`config.mk`:
```
export PLATFORM = sky130hd
export DESIGN_NAME = json_string_unescape_utf8
export DESIGN_NICKNAME = d
export VERILOG_FILES = /design/src/design/jsu_pkg.sv /design/src/design/json_string_unescape_utf8.sv /design/src/design/jsu_decode.sv /design/src/design/jsu_out_seq.sv
export SDC_FILE = /design/constraint.sdc
export NUM_CORES = 1
export LEC_CHECK = 0
export BUFFER_PORTS_ARGS = -buffer_cell sky130_fd_sc_hd__buf_4
export CAP_MARGIN = 10
export CORE_ASPECT_RATIO = 1.1
export CORE_MARGIN = 10
export CORE_UTILIZATION = 50
export CTS_CLUSTER_SIZE = 24
export DETAILED_ROUTE_END_ITERATION = 8
export GPL_TIMING_DRIVEN = 0
export PLACE_DENSITY = 0.67
export RECOVER_POWER = 25
export SLEW_MARGIN = 25
export SYNTH_ARGS = -nofsm -noshare
export SYNTH_HDL_FRONTEND = slang
export SYNTH_SLANG_ARGS = --single-unit
```
`constraint.sdc`:
```
create_clock -name i_clk -period 3.92 [get_ports i_clk]
set_clock_uncertainty 0.1 [all_clocks]
set_input_delay 0.392 -clock i_clk [delete_from_list [all_inputs] [get_ports i_clk]]
set_output_delay 0.392 -clock i_clk [all_outputs]
set_load 0.005 [all_outputs]
```
`src/design/jsu_pkg.sv`:
```
// Types, codes and helper functions of the JSON string unescaper.
package jsu_pkg;

    localparam int MaxRes = 4;

    typedef struct packed {
        logic [7:0] ch;
        logic       text_end;
    } t_in;

    typedef struct packed {
        logic [7:0] out_byte;
        logic [1:0] kind;
        logic [3:0] err_code;
        logic       last;
    } t_out;

    typedef struct packed {
        t_out [MaxRes-1:0] res;
        logic [2:0]        cnt;
    } t_grp;

    typedef enum logic [3:0] {
        PH_IDLE  = 4'd0,
        PH_BODY  = 4'd1,
        PH_ESC   = 4'd2,
        PH_HEX1  = 4'd3,
        PH_LOWBS = 4'd4,
        PH_LOWU  = 4'd5,
        PH_HEX2  = 4'd6
    } t_phase;

    typedef struct packed {
        t_phase      phase;
        logic [2:0]  hex_count;
        logic [15:0] unit_accum;
        logic [9:0]  high_bits;
    } t_state;

    localparam logic [1:0] K_DATA   = 2'd0;
    localparam logic [1:0] K_CLOSED = 2'd1;
    localparam logic [1:0] K_ERROR  = 2'd2;

    localparam logic [3:0] E_NONE     = 4'd0;
    localparam logic [3:0] E_NOQUOTE  = 4'd1;
    localparam logic [3:0] E_CONTROL  = 4'd2;
    localparam logic [3:0] E_BADESC   = 4'd3;
    localparam logic [3:0] E_BADHEX   = 4'd4;
    localparam logic [3:0] E_NOLOWESC = 4'd5;
    localparam logic [3:0] E_BADLOW   = 4'd6;
    localparam logic [3:0] E_LONELOW  = 4'd7;
    localparam logic [3:0] E_UNTERM   = 4'd8;

    localparam logic [7:0] ChQuote  = 8'h22;
    localparam logic [7:0] ChBslash = 8'h5C;
    localparam logic [7:0] ChSlash  = 8'h2F;
    localparam logic [7:0] ChLowB   = 8'h62;
    localparam logic [7:0] ChLowF   = 8'h66;
    localparam logic [7:0] ChLowN   = 8'h6E;
    localparam logic [7:0] ChLowR   = 8'h72;
    localparam logic [7:0] ChLowT   = 8'h74;
    localparam logic [7:0] ChLowU   = 8'h75;
    localparam logic [7:0] ChSpace  = 8'h20;

    localparam logic [20:0] SuppBase = 21'h10000;

    // Returns {found, nibble}, where nibble is the value of the hex digit.
    function automatic logic [4:0] hex_val(input logic [7:0] c);
        logic [4:0] r;
        r = 5'd0;
        if (c >= 8'h30 && c <= 8'h39) begin
            r = {1'b1, c[3:0]};
        end else if ((c >= 8'h61 && c <= 8'h66) || (c >= 8'h41 && c <= 8'h46)) begin
            r = {1'b1, c[3:0] + 4'd9};
        end
        return r;
    endfunction

endpackage

```
`src/design/json_string_unescape_utf8.sv`:
```
// Top level of the JSON string unescaper that turns string literals into UTF-8 bytes.
//
// Input channel: one raw text byte per request (ch, text_end) on i_in_valid and
// o_in_stall. The block waits for an opening quote, then decodes the string body.
// Output channel: one result per request on o_out_valid and i_out_stall: a data
// byte, a closed marker or an error with its code; last marks the final result
// that one input byte caused.
// A request accepted into the input register is decoded into the result group
// register once that register frees up, and its results are offered from then on.
// Throughput: one input byte per cycle while every byte gives at most one result
// and the receiver does not stall. A \uXXXX escape that yields k UTF-8 bytes holds
// the result group register until all k are taken, so the input side stalls
// meanwhile; the result group register hands them out one at a time.
// Reset clears the decoder state (waiting for a quote), the input register valid
// and the result group count; no result is offered after reset.
// When the receiver stalls, the offered result holds steady; the input register
// keeps one byte in reserve and then o_in_stall rises until results drain.
module json_string_unescape_utf8 (
    input  logic           i_clk,
    input  logic           i_rst_n,
    input  logic           i_in_valid,
    input  jsu_pkg::t_in   i_in,
    output logic           o_in_stall,
    output logic           o_out_valid,
    input  logic           i_out_stall,
    output jsu_pkg::t_out  o_out
);

    jsu_pkg::t_in    r_in;
    logic            r_in_valid;
    jsu_pkg::t_state r_state;
    jsu_pkg::t_state n_state;
    jsu_pkg::t_grp   n_grp;
    logic            grp_free;
    logic            in_move;

    // The buffered byte is decoded when the result group register frees up.
    assign in_move    = r_in_valid && grp_free;
    assign o_in_stall = r_in_valid && !in_move;

    always_ff @(posedge i_clk) begin
        if (!i_rst_n) begin
            r_in_valid <= 1'b0;
        end else if (i_in_valid && !o_in_stall) begin
            r_in_valid <= 1'b1;
        end else if (in_move) begin
            r_in_valid <= 1'b0;
        end
    end

    always_ff @(posedge i_clk) begin
        if (i_in_valid && !o_in_stall) begin
            r_in <= i_in;
        end
    end

    // Decoder state advances only when a byte is actually decoded.
    always_ff @(posedge i_clk) begin
        if (!i_rst_n) begin
            r_state.phase      <= jsu_pkg::PH_IDLE;
            r_state.hex_count  <= 3'd0;
            r_state.unit_accum <= 16'd0;
            r_state.high_bits  <= 10'd0;
        end else if (in_move) begin
            r_state <= n_state;
        end
    end

    jsu_decode u_decode (
        .i_state (r_state),
        .i_item  (r_in),
        .o_state (n_state),
        .o_grp   (n_grp)
    );

    jsu_out_seq u_out_seq (
        .i_clk   (i_clk),
        .i_rst_n (i_rst_n),
        .i_load  (in_move),
        .i_grp   (n_grp),
        .i_stall (i_out_stall),
        .o_valid (o_out_valid),
        .o_res   (o_out),
        .o_free  (grp_free)
    );

endmodule

```
`src/design/jsu_decode.sv`:
```
// Combinational decode of one raw byte into next state and up to four results.
module jsu_decode (
    input  jsu_pkg::t_state i_state,
    input  jsu_pkg::t_in    i_item,
    output jsu_pkg::t_state o_state,
    output jsu_pkg::t_grp   o_grp
);

    logic [4:0]  hex;
    logic [15:0] acc;

    assign hex = jsu_pkg::hex_val(i_item.ch);
    assign acc = {i_state.unit_accum[11:0], hex[3:0]};

    always_comb begin
        logic        do_fail;
        logic [3:0]  f_code;
        logic        do_close;
        logic        do_byte;
        logic [7:0]  byte_v;
        logic        do_cp;
        logic [20:0] cp;
        logic [7:0]  ch;
        logic        fin;

        do_fail  = 1'b0;
        f_code   = jsu_pkg::E_NONE;
        do_close = 1'b0;
        do_byte  = 1'b0;
        byte_v   = 8'd0;
        do_cp    = 1'b0;
        cp       = 21'd0;
        ch       = i_item.ch;
        fin      = i_item.text_end;
        o_state  = i_state;
        o_grp    = '0;

        unique case (i_state.phase)
            jsu_pkg::PH_BODY: begin
                if (fin) begin
                    do_fail = 1'b1;
                    f_code  = jsu_pkg::E_UNTERM;
                end else if (ch == jsu_pkg::ChQuote) begin
                    do_close = 1'b1;
                end else if (ch == jsu_pkg::ChBslash) begin
                    o_state.phase = jsu_pkg::PH_ESC;
                end else if (ch < jsu_pkg::ChSpace) begin
                    do_fail = 1'b1;
                    f_code  = jsu_pkg::E_CONTROL;
                end else begin
                    do_byte = 1'b1;
                    byte_v  = ch;
                end
            end
            jsu_pkg::PH_ESC: begin
                if (fin) begin
                    do_fail = 1'b1;
                    f_code  = jsu_pkg::E_UNTERM;
                end else begin
                    o_state.phase = jsu_pkg::PH_BODY;
                    do_byte       = 1'b1;
                    unique case (ch)
                        jsu_pkg::ChQuote, jsu_pkg::ChBslash, jsu_pkg::ChSlash: begin
                            byte_v = ch;
                        end
                        jsu_pkg::ChLowB: byte_v = 8'h08;
                        jsu_pkg::ChLowF: byte_v = 8'h0C;
                        jsu_pkg::ChLowN: byte_v = 8'h0A;
                        jsu_pkg::ChLowR: byte_v = 8'h0D;
                        jsu_pkg::ChLowT: byte_v = 8'h09;
                        jsu_pkg::ChLowU: begin
                            do_byte            = 1'b0;
                            o_state.phase      = jsu_pkg::PH_HEX1;
                            o_state.hex_count  = 3'd0;
                            o_state.unit_accum = 16'd0;
                        end
                        default: begin
                            do_byte = 1'b0;
                            do_fail = 1'b1;
                            f_code  = jsu_pkg::E_BADESC;
                        end
                    endcase
                end
            end
            jsu_pkg::PH_HEX1, jsu_pkg::PH_HEX2: begin
                if (fin) begin
                    do_fail = 1'b1;
                    f_code  = jsu_pkg::E_UNTERM;
                end else if (!hex[4]) begin
                    do_fail = 1'b1;
                    f_code  = jsu_pkg::E_BADHEX;
                end else if (i_state.hex_count != 3'd3) begin
                    o_state.unit_accum = acc;
                    o_state.hex_count  = i_state.hex_count + 3'd1;
                end else begin
                    // Fourth digit: the code unit is complete.
                    o_state.hex_count  = 3'd0;
                    o_state.unit_accum = 16'd0;
                    if (i_state.phase == jsu_pkg::PH_HEX1) begin
                        if (acc[15:10] == 6'b110110) begin
                            o_state.high_bits = acc[9:0];
                            o_state.phase     = jsu_pkg::PH_LOWBS;
                        end else if (acc[15:10] == 6'b110111) begin
                            do_fail = 1'b1;
                            f_code  = jsu_pkg::E_LONELOW;
                        end else begin
                            o_state.phase = jsu_pkg::PH_BODY;
                            do_cp         = 1'b1;
                            cp            = {5'd0, acc};
                        end
                    end else begin
                        if (acc[15:10] != 6'b110111) begin
                            do_fail = 1'b1;
                            f_code  = jsu_pkg::E_BADLOW;
                        end else begin
                            o_state.phase     = jsu_pkg::PH_BODY;
                            o_state.high_bits = 10'd0;
                            do_cp             = 1'b1;
                            cp = {1'b0, i_state.high_bits, acc[9:0]} + jsu_pkg::SuppBase;
                        end
                    end
                end
            end
            jsu_pkg::PH_LOWBS: begin
                if (fin) begin
                    do_fail = 1'b1;
                    f_code  = jsu_pkg::E_UNTERM;
                end else if (ch != jsu_pkg::ChBslash) begin
                    do_fail = 1'b1;
                    f_code  = jsu_pkg::E_NOLOWESC;
                end else begin
                    o_state.phase = jsu_pkg::PH_LOWU;
                end
            end
            jsu_pkg::PH_LOWU: begin
                if (fin) begin
                    do_fail = 1'b1;
                    f_code  = jsu_pkg::E_UNTERM;
                end else if (ch != jsu_pkg::ChLowU) begin
                    do_fail = 1'b1;
                    f_code  = jsu_pkg::E_NOLOWESC;
                end else begin
                    o_state.phase      = jsu_pkg::PH_HEX2;
                    o_state.hex_count  = 3'd0;
                    o_state.unit_accum = 16'd0;
                end
            end
            default: begin
                // Waiting for the opening quote; unused phase codes behave the same.
                if (fin || ch != jsu_pkg::ChQuote) begin
                    do_fail = 1'b1;
                    f_code  = jsu_pkg::E_NOQUOTE;
                end else begin
                    o_state       = '0;
                    o_state.phase = jsu_pkg::PH_BODY;
                end
            end
        endcase

        if (do_fail || do_close) begin
            o_state       = '0;
            o_state.phase = jsu_pkg::PH_IDLE;
            o_grp.cnt     = 3'd1;
            o_grp.res[0].kind     = do_fail ? jsu_pkg::K_ERROR : jsu_pkg::K_CLOSED;
            o_grp.res[0].err_code = do_fail ? f_code : jsu_pkg::E_NONE;
        end else if (do_byte) begin
            o_grp.cnt             = 3'd1;
            o_grp.res[0].out_byte = byte_v;
        end else if (do_cp) begin
            if (cp[20:7] == 14'd0) begin
                o_grp.cnt             = 3'd1;
                o_grp.res[0].out_byte = cp[7:0];
            end else if (cp[20:11] == 10'd0) begin
                o_grp.cnt             = 3'd2;
                o_grp.res[0].out_byte = {3'b110, cp[10:6]};
                o_grp.res[1].out_byte = {2'b10, cp[5:0]};
            end else if (cp[20:16] == 5'd0) begin
                o_grp.cnt             = 3'd3;
                o_grp.res[0].out_byte = {4'b1110, cp[15:12]};
                o_grp.res[1].out_byte = {2'b10, cp[11:6]};
                o_grp.res[2].out_byte = {2'b10, cp[5:0]};
            end else begin
                o_grp.cnt             = 3'd4;
                o_grp.res[0].out_byte = {5'b11110, cp[20:18]};
                o_grp.res[1].out_byte = {2'b10, cp[17:12]};
                o_grp.res[2].out_byte = {2'b10, cp[11:6]};
                o_grp.res[3].out_byte = {2'b10, cp[5:0]};
            end
        end

        for (int i = 0; i < jsu_pkg::MaxRes; i++) begin
            o_grp.res[i].last = (o_grp.cnt == 3'(i + 1));
        end
    end

endmodule

```
`src/design/jsu_out_seq.sv`:
```
// Result group register that hands out the decoded results one per cycle while the receiver does not stall.
module jsu_out_seq (
    input  logic           i_clk,
    input  logic           i_rst_n,
    input  logic           i_load,
    input  jsu_pkg::t_grp  i_grp,
    input  logic           i_stall,
    output logic           o_valid,
    output jsu_pkg::t_out  o_res,
    output logic           o_free
);

    jsu_pkg::t_out [jsu_pkg::MaxRes-1:0] r_res;
    logic [2:0]                          r_cnt;
    logic [1:0]                          r_idx;
    logic                                take;
    logic                                done;

    assign o_valid = (r_cnt != 3'd0);
    assign o_res   = r_res[r_idx];
    assign take    = o_valid && !i_stall;
    assign done    = take && ({1'b0, r_idx} == (r_cnt - 3'd1));
    assign o_free  = !o_valid || done;

    always_ff @(posedge i_clk) begin
        if (!i_rst_n) begin
            r_cnt <= 3'd0;
            r_idx <= 2'd0;
        end else if (i_load) begin
            r_cnt <= i_grp.cnt;
            r_idx <= 2'd0;
        end else if (done) begin
            r_cnt <= 3'd0;
            r_idx <= 2'd0;
        end else if (take) begin
            r_idx <= r_idx + 2'd1;
        end
    end

    always_ff @(posedge i_clk) begin
        if (i_load) begin
            r_res <= i_grp.res;
        end
    end

endmodule

```
==> impl_metrics.toml <==
[drt]
ant_nets = 0
vias = 4310
viasPerCell = 6.39
firstDrtPassIters = 5
routedWlPerCell_um = 20.2
first_iter_violations = 338
drc = 0
wl_um = 13600

[yosys]
syn_nets = 531
synth_enable_flop_cells = 48
synth_seq_area_share = 0.425
syn_avg_cell_area_um2 = 9.79
async_flop_share = 0
synth_top_area_cell = "edfxtp_1"
ys_warn_count = 0
syn-cell-area_um2 = 4990
ys.flop_type = "edfxtp_1"
netlist.area_leader.share = 0.289
syn_inst = 510
ys_seq_elements = 82
synthDistinctLibCells = 87
synthTopCellsByArea = "edfxtp_1 29%, dfxtp_1 14%, nand2_1 4.1%"

[global_route]
grt_max_degree = 35
track_usage = 0.188
grt_pass1_wl_um = 21800
antenna_found_initial = 0
grt_pass1_vias = 4063
overflow = 0

[timing]
fin_ws_ns = 0.377
clock.fmax_mhz = 282
grt_setup_unrepaired = "no"
finalHoldViolCount = 0
finalCritPeriodShare = 0.904
drv_slew = 0
setup_viol = 0
relSlewSlack = 0.402
fin_crit_ns = 3.54
tightest_slew_ns = 0.896

[worst_setup_path]
ff2ff_path_depth = 11
endpoint_kind = "flop"
reg2reg_to = "u_out_seq.r_res[13]$_SDFFCE_PN0P_"
critPathLaunchType = "flop"
r2r_start = "r_in[1]$_DFFE_PP_"
crit_end = "u_out_seq.r_res[13]$_SDFFCE_PN0P_"
cp-startpoint = "r_in[1]$_DFFE_PP_"
rrSetupSlack_ns = 0.38
critical_path_peak_fanout = 10
worstSetupPathType = "reg -> reg"
cp.arrival_ns = 3.56
critPathRequiredTime_ns = 3.93

[floorplan]
die_w_um = 115
start_util = 0.510
core_area_um2 = 9790
die_area_um2 = 14400
pin_count = 30
num_rows = 38
die_h_um = 125

[final_layout]
ff_latch_area_um2 = 2120
drive_gt1_frac = 0.178
num_antenna_cells = 0
final_common_cell = "nand2_1"
final_cell_mix = "54 x nand2_1, 48 x edfxtp_1, 37 x nor2_1"
multi_input_area_um2 = 2580
syn_to_final_growth_pct = 10.5
nets = 571
final_cell_area_um2 = 5520
nFillCells = 898

[worst_hold_path]
hold_depth = 1
worstHoldPathType = "in -> reg"

[pwr]
power.density_nw_per_um2 = 297
p_leak_nw = 1.94
power_mw = 1.64
ir_worst_vdd_v = 0.000152

[cts]
cts_root_buf = "clkbuf_8"
cts_num_sinks = 82
cts_setup_buffers = 0
cts_resized = 0
cts.htree.levels = 3
clk_latency_ns = 0.37
clockBufferDepth = 2
clk_pin_slew_ns = 0.08
cts_buffers = 9
cts_tree = "built"
hold_buffers = 0

[run]
cap_violations = 0

[outcome]
status = "complete, no violations"

[placed_design]
dp_slack_ns = 0.467
dpl.hpwl_um = 10200
io_buffers = 28
gp_congestion = 0.916
dpl_cell_area_um2 = 5370
logic make-up (layout without fill, tap and decap cells):
family,after synthesis,in the layout,synth area share
mux,15,15,0.0514
simple gates,214,214,0.233
buf+inv,51,96,0.0579
fa+ha+maj,8,8,0.0201
xor+xnor,10,10,0.0175
compound gates,130,130,0.195
flops,82,82,0.425
area by class of cell:
| type | count | share of cell area |
|---|---|---|
| flip-flops and latches | 82 | 0.385 |
| inverters | 18 | 0.0122 |
| multi-input cells | 377 | 0.467 |
| plain buffers | 33 | 0.0383 |
| clock buffers | 10 | 0.0231 |
| clock inverters | 6 | 0.00567 |
| well taps | 120 | 0.0272 |
| repair buffers | 29 | 0.0417 |
synth_stat cells, types with 8 or more instances:
cell type and count:
nand2_1 54, edfxtp_1 48, nor2_1 37, dfxtp_1 34
nand3_1 32, a21oi_1 20, o21ai_0 19, inv_1 18
o31ai_1 17, and2_1 12, nor3_1 12, clkbuf_1 11
and3_1 9, buf_2 8, ha_1 8, mux4_2 8
o2bb2ai_1 8
flip-flops by register name, summed over array words and instances, names as in the netlist:
| name | count |
|---|---|
| u_out_seq.r_cnt | 3 |
| u_out_seq.r_idx | 2 |
| r_state | 28 |
| r_in | 9 |
| r_in_valid | 1 |
| u_out_seq.r_res | 39 |
stage by stage:
step / hold slack (ns) / TNS (ns) / util / cells
6_report: 0.117 / 0 / 0.563 / 675
5_1_grt: 0.103 / 0 / 0.563 / 675
3_5_place_dp: 0.346 / 0 / 0.549 / 659
3_3_place_gp: 0.348 / -0.145 / 0.547 / 658
2_1_floorplan: 0.332 / 0 / - / 510
4_1_cts: 0.0880 / 0 / 0.565 / 675
worst max-delay path, stage by stage, from the launching register on:
cell and delay (ns):
edfxtp_1 0.44, clkbuf_1 0.22, inv_1 0.12, ha_1 0.31
or3b_1 0.42, nand4_1 0.14, nand2_1 0.23, nand2_1 0.39
inv_1 0.17, buf_2 0.23, o31ai_1 0.40, nand2_1 0.10
worst min path at each step:
stage | from | to | slack (ns)
4_1_cts | i_in[1] | r_in[1]$_DFFE_PP_ | 0.09
6_report | i_in[1] | r_in[1]$_DFFE_PP_ | 0.12
3_3_place_gp | r_state[3]$_SDFFE_PN0P_ | r_state[3]$_SDFFE_PN0P_ | 0.35
3_5_place_dp | r_state[3]$_SDFFE_PN0P_ | r_state[3]$_SDFFE_PN0P_ | 0.35
2_1_floorplan | r_state[1]$_SDFFE_PN0P_ | r_state[1]$_SDFFE_PN0P_ | 0.33
5_1_grt | i_in[1] | r_in[1]$_DFFE_PP_ | 0.10
report_power, final:
group / switching, mW / internal [mW] / leakage, nW / total [mW]
registers: 0.0148 / 0.937 / 0.706 / 0.952
clock network: 0.312 / 0.224 / 0.0815 / 0.536
logic: 0.0845 / 0.0646 / 1.15 / 0.149
total: 0.411 / 1.23 / 1.94 / 1.64
metal layers:
layer | track usage | up-vias | wire length [um]
li1 | - | 2017 | -
met1 | 0.248 | 2118 | 5880
met2 | 0.302 | 152 | 6680
met3 | 0.0366 | 23 | 804
met4 | 0.0561 | 0 | 247
met5 | 0 | - | 0
(Power assumes the default switching activity.)
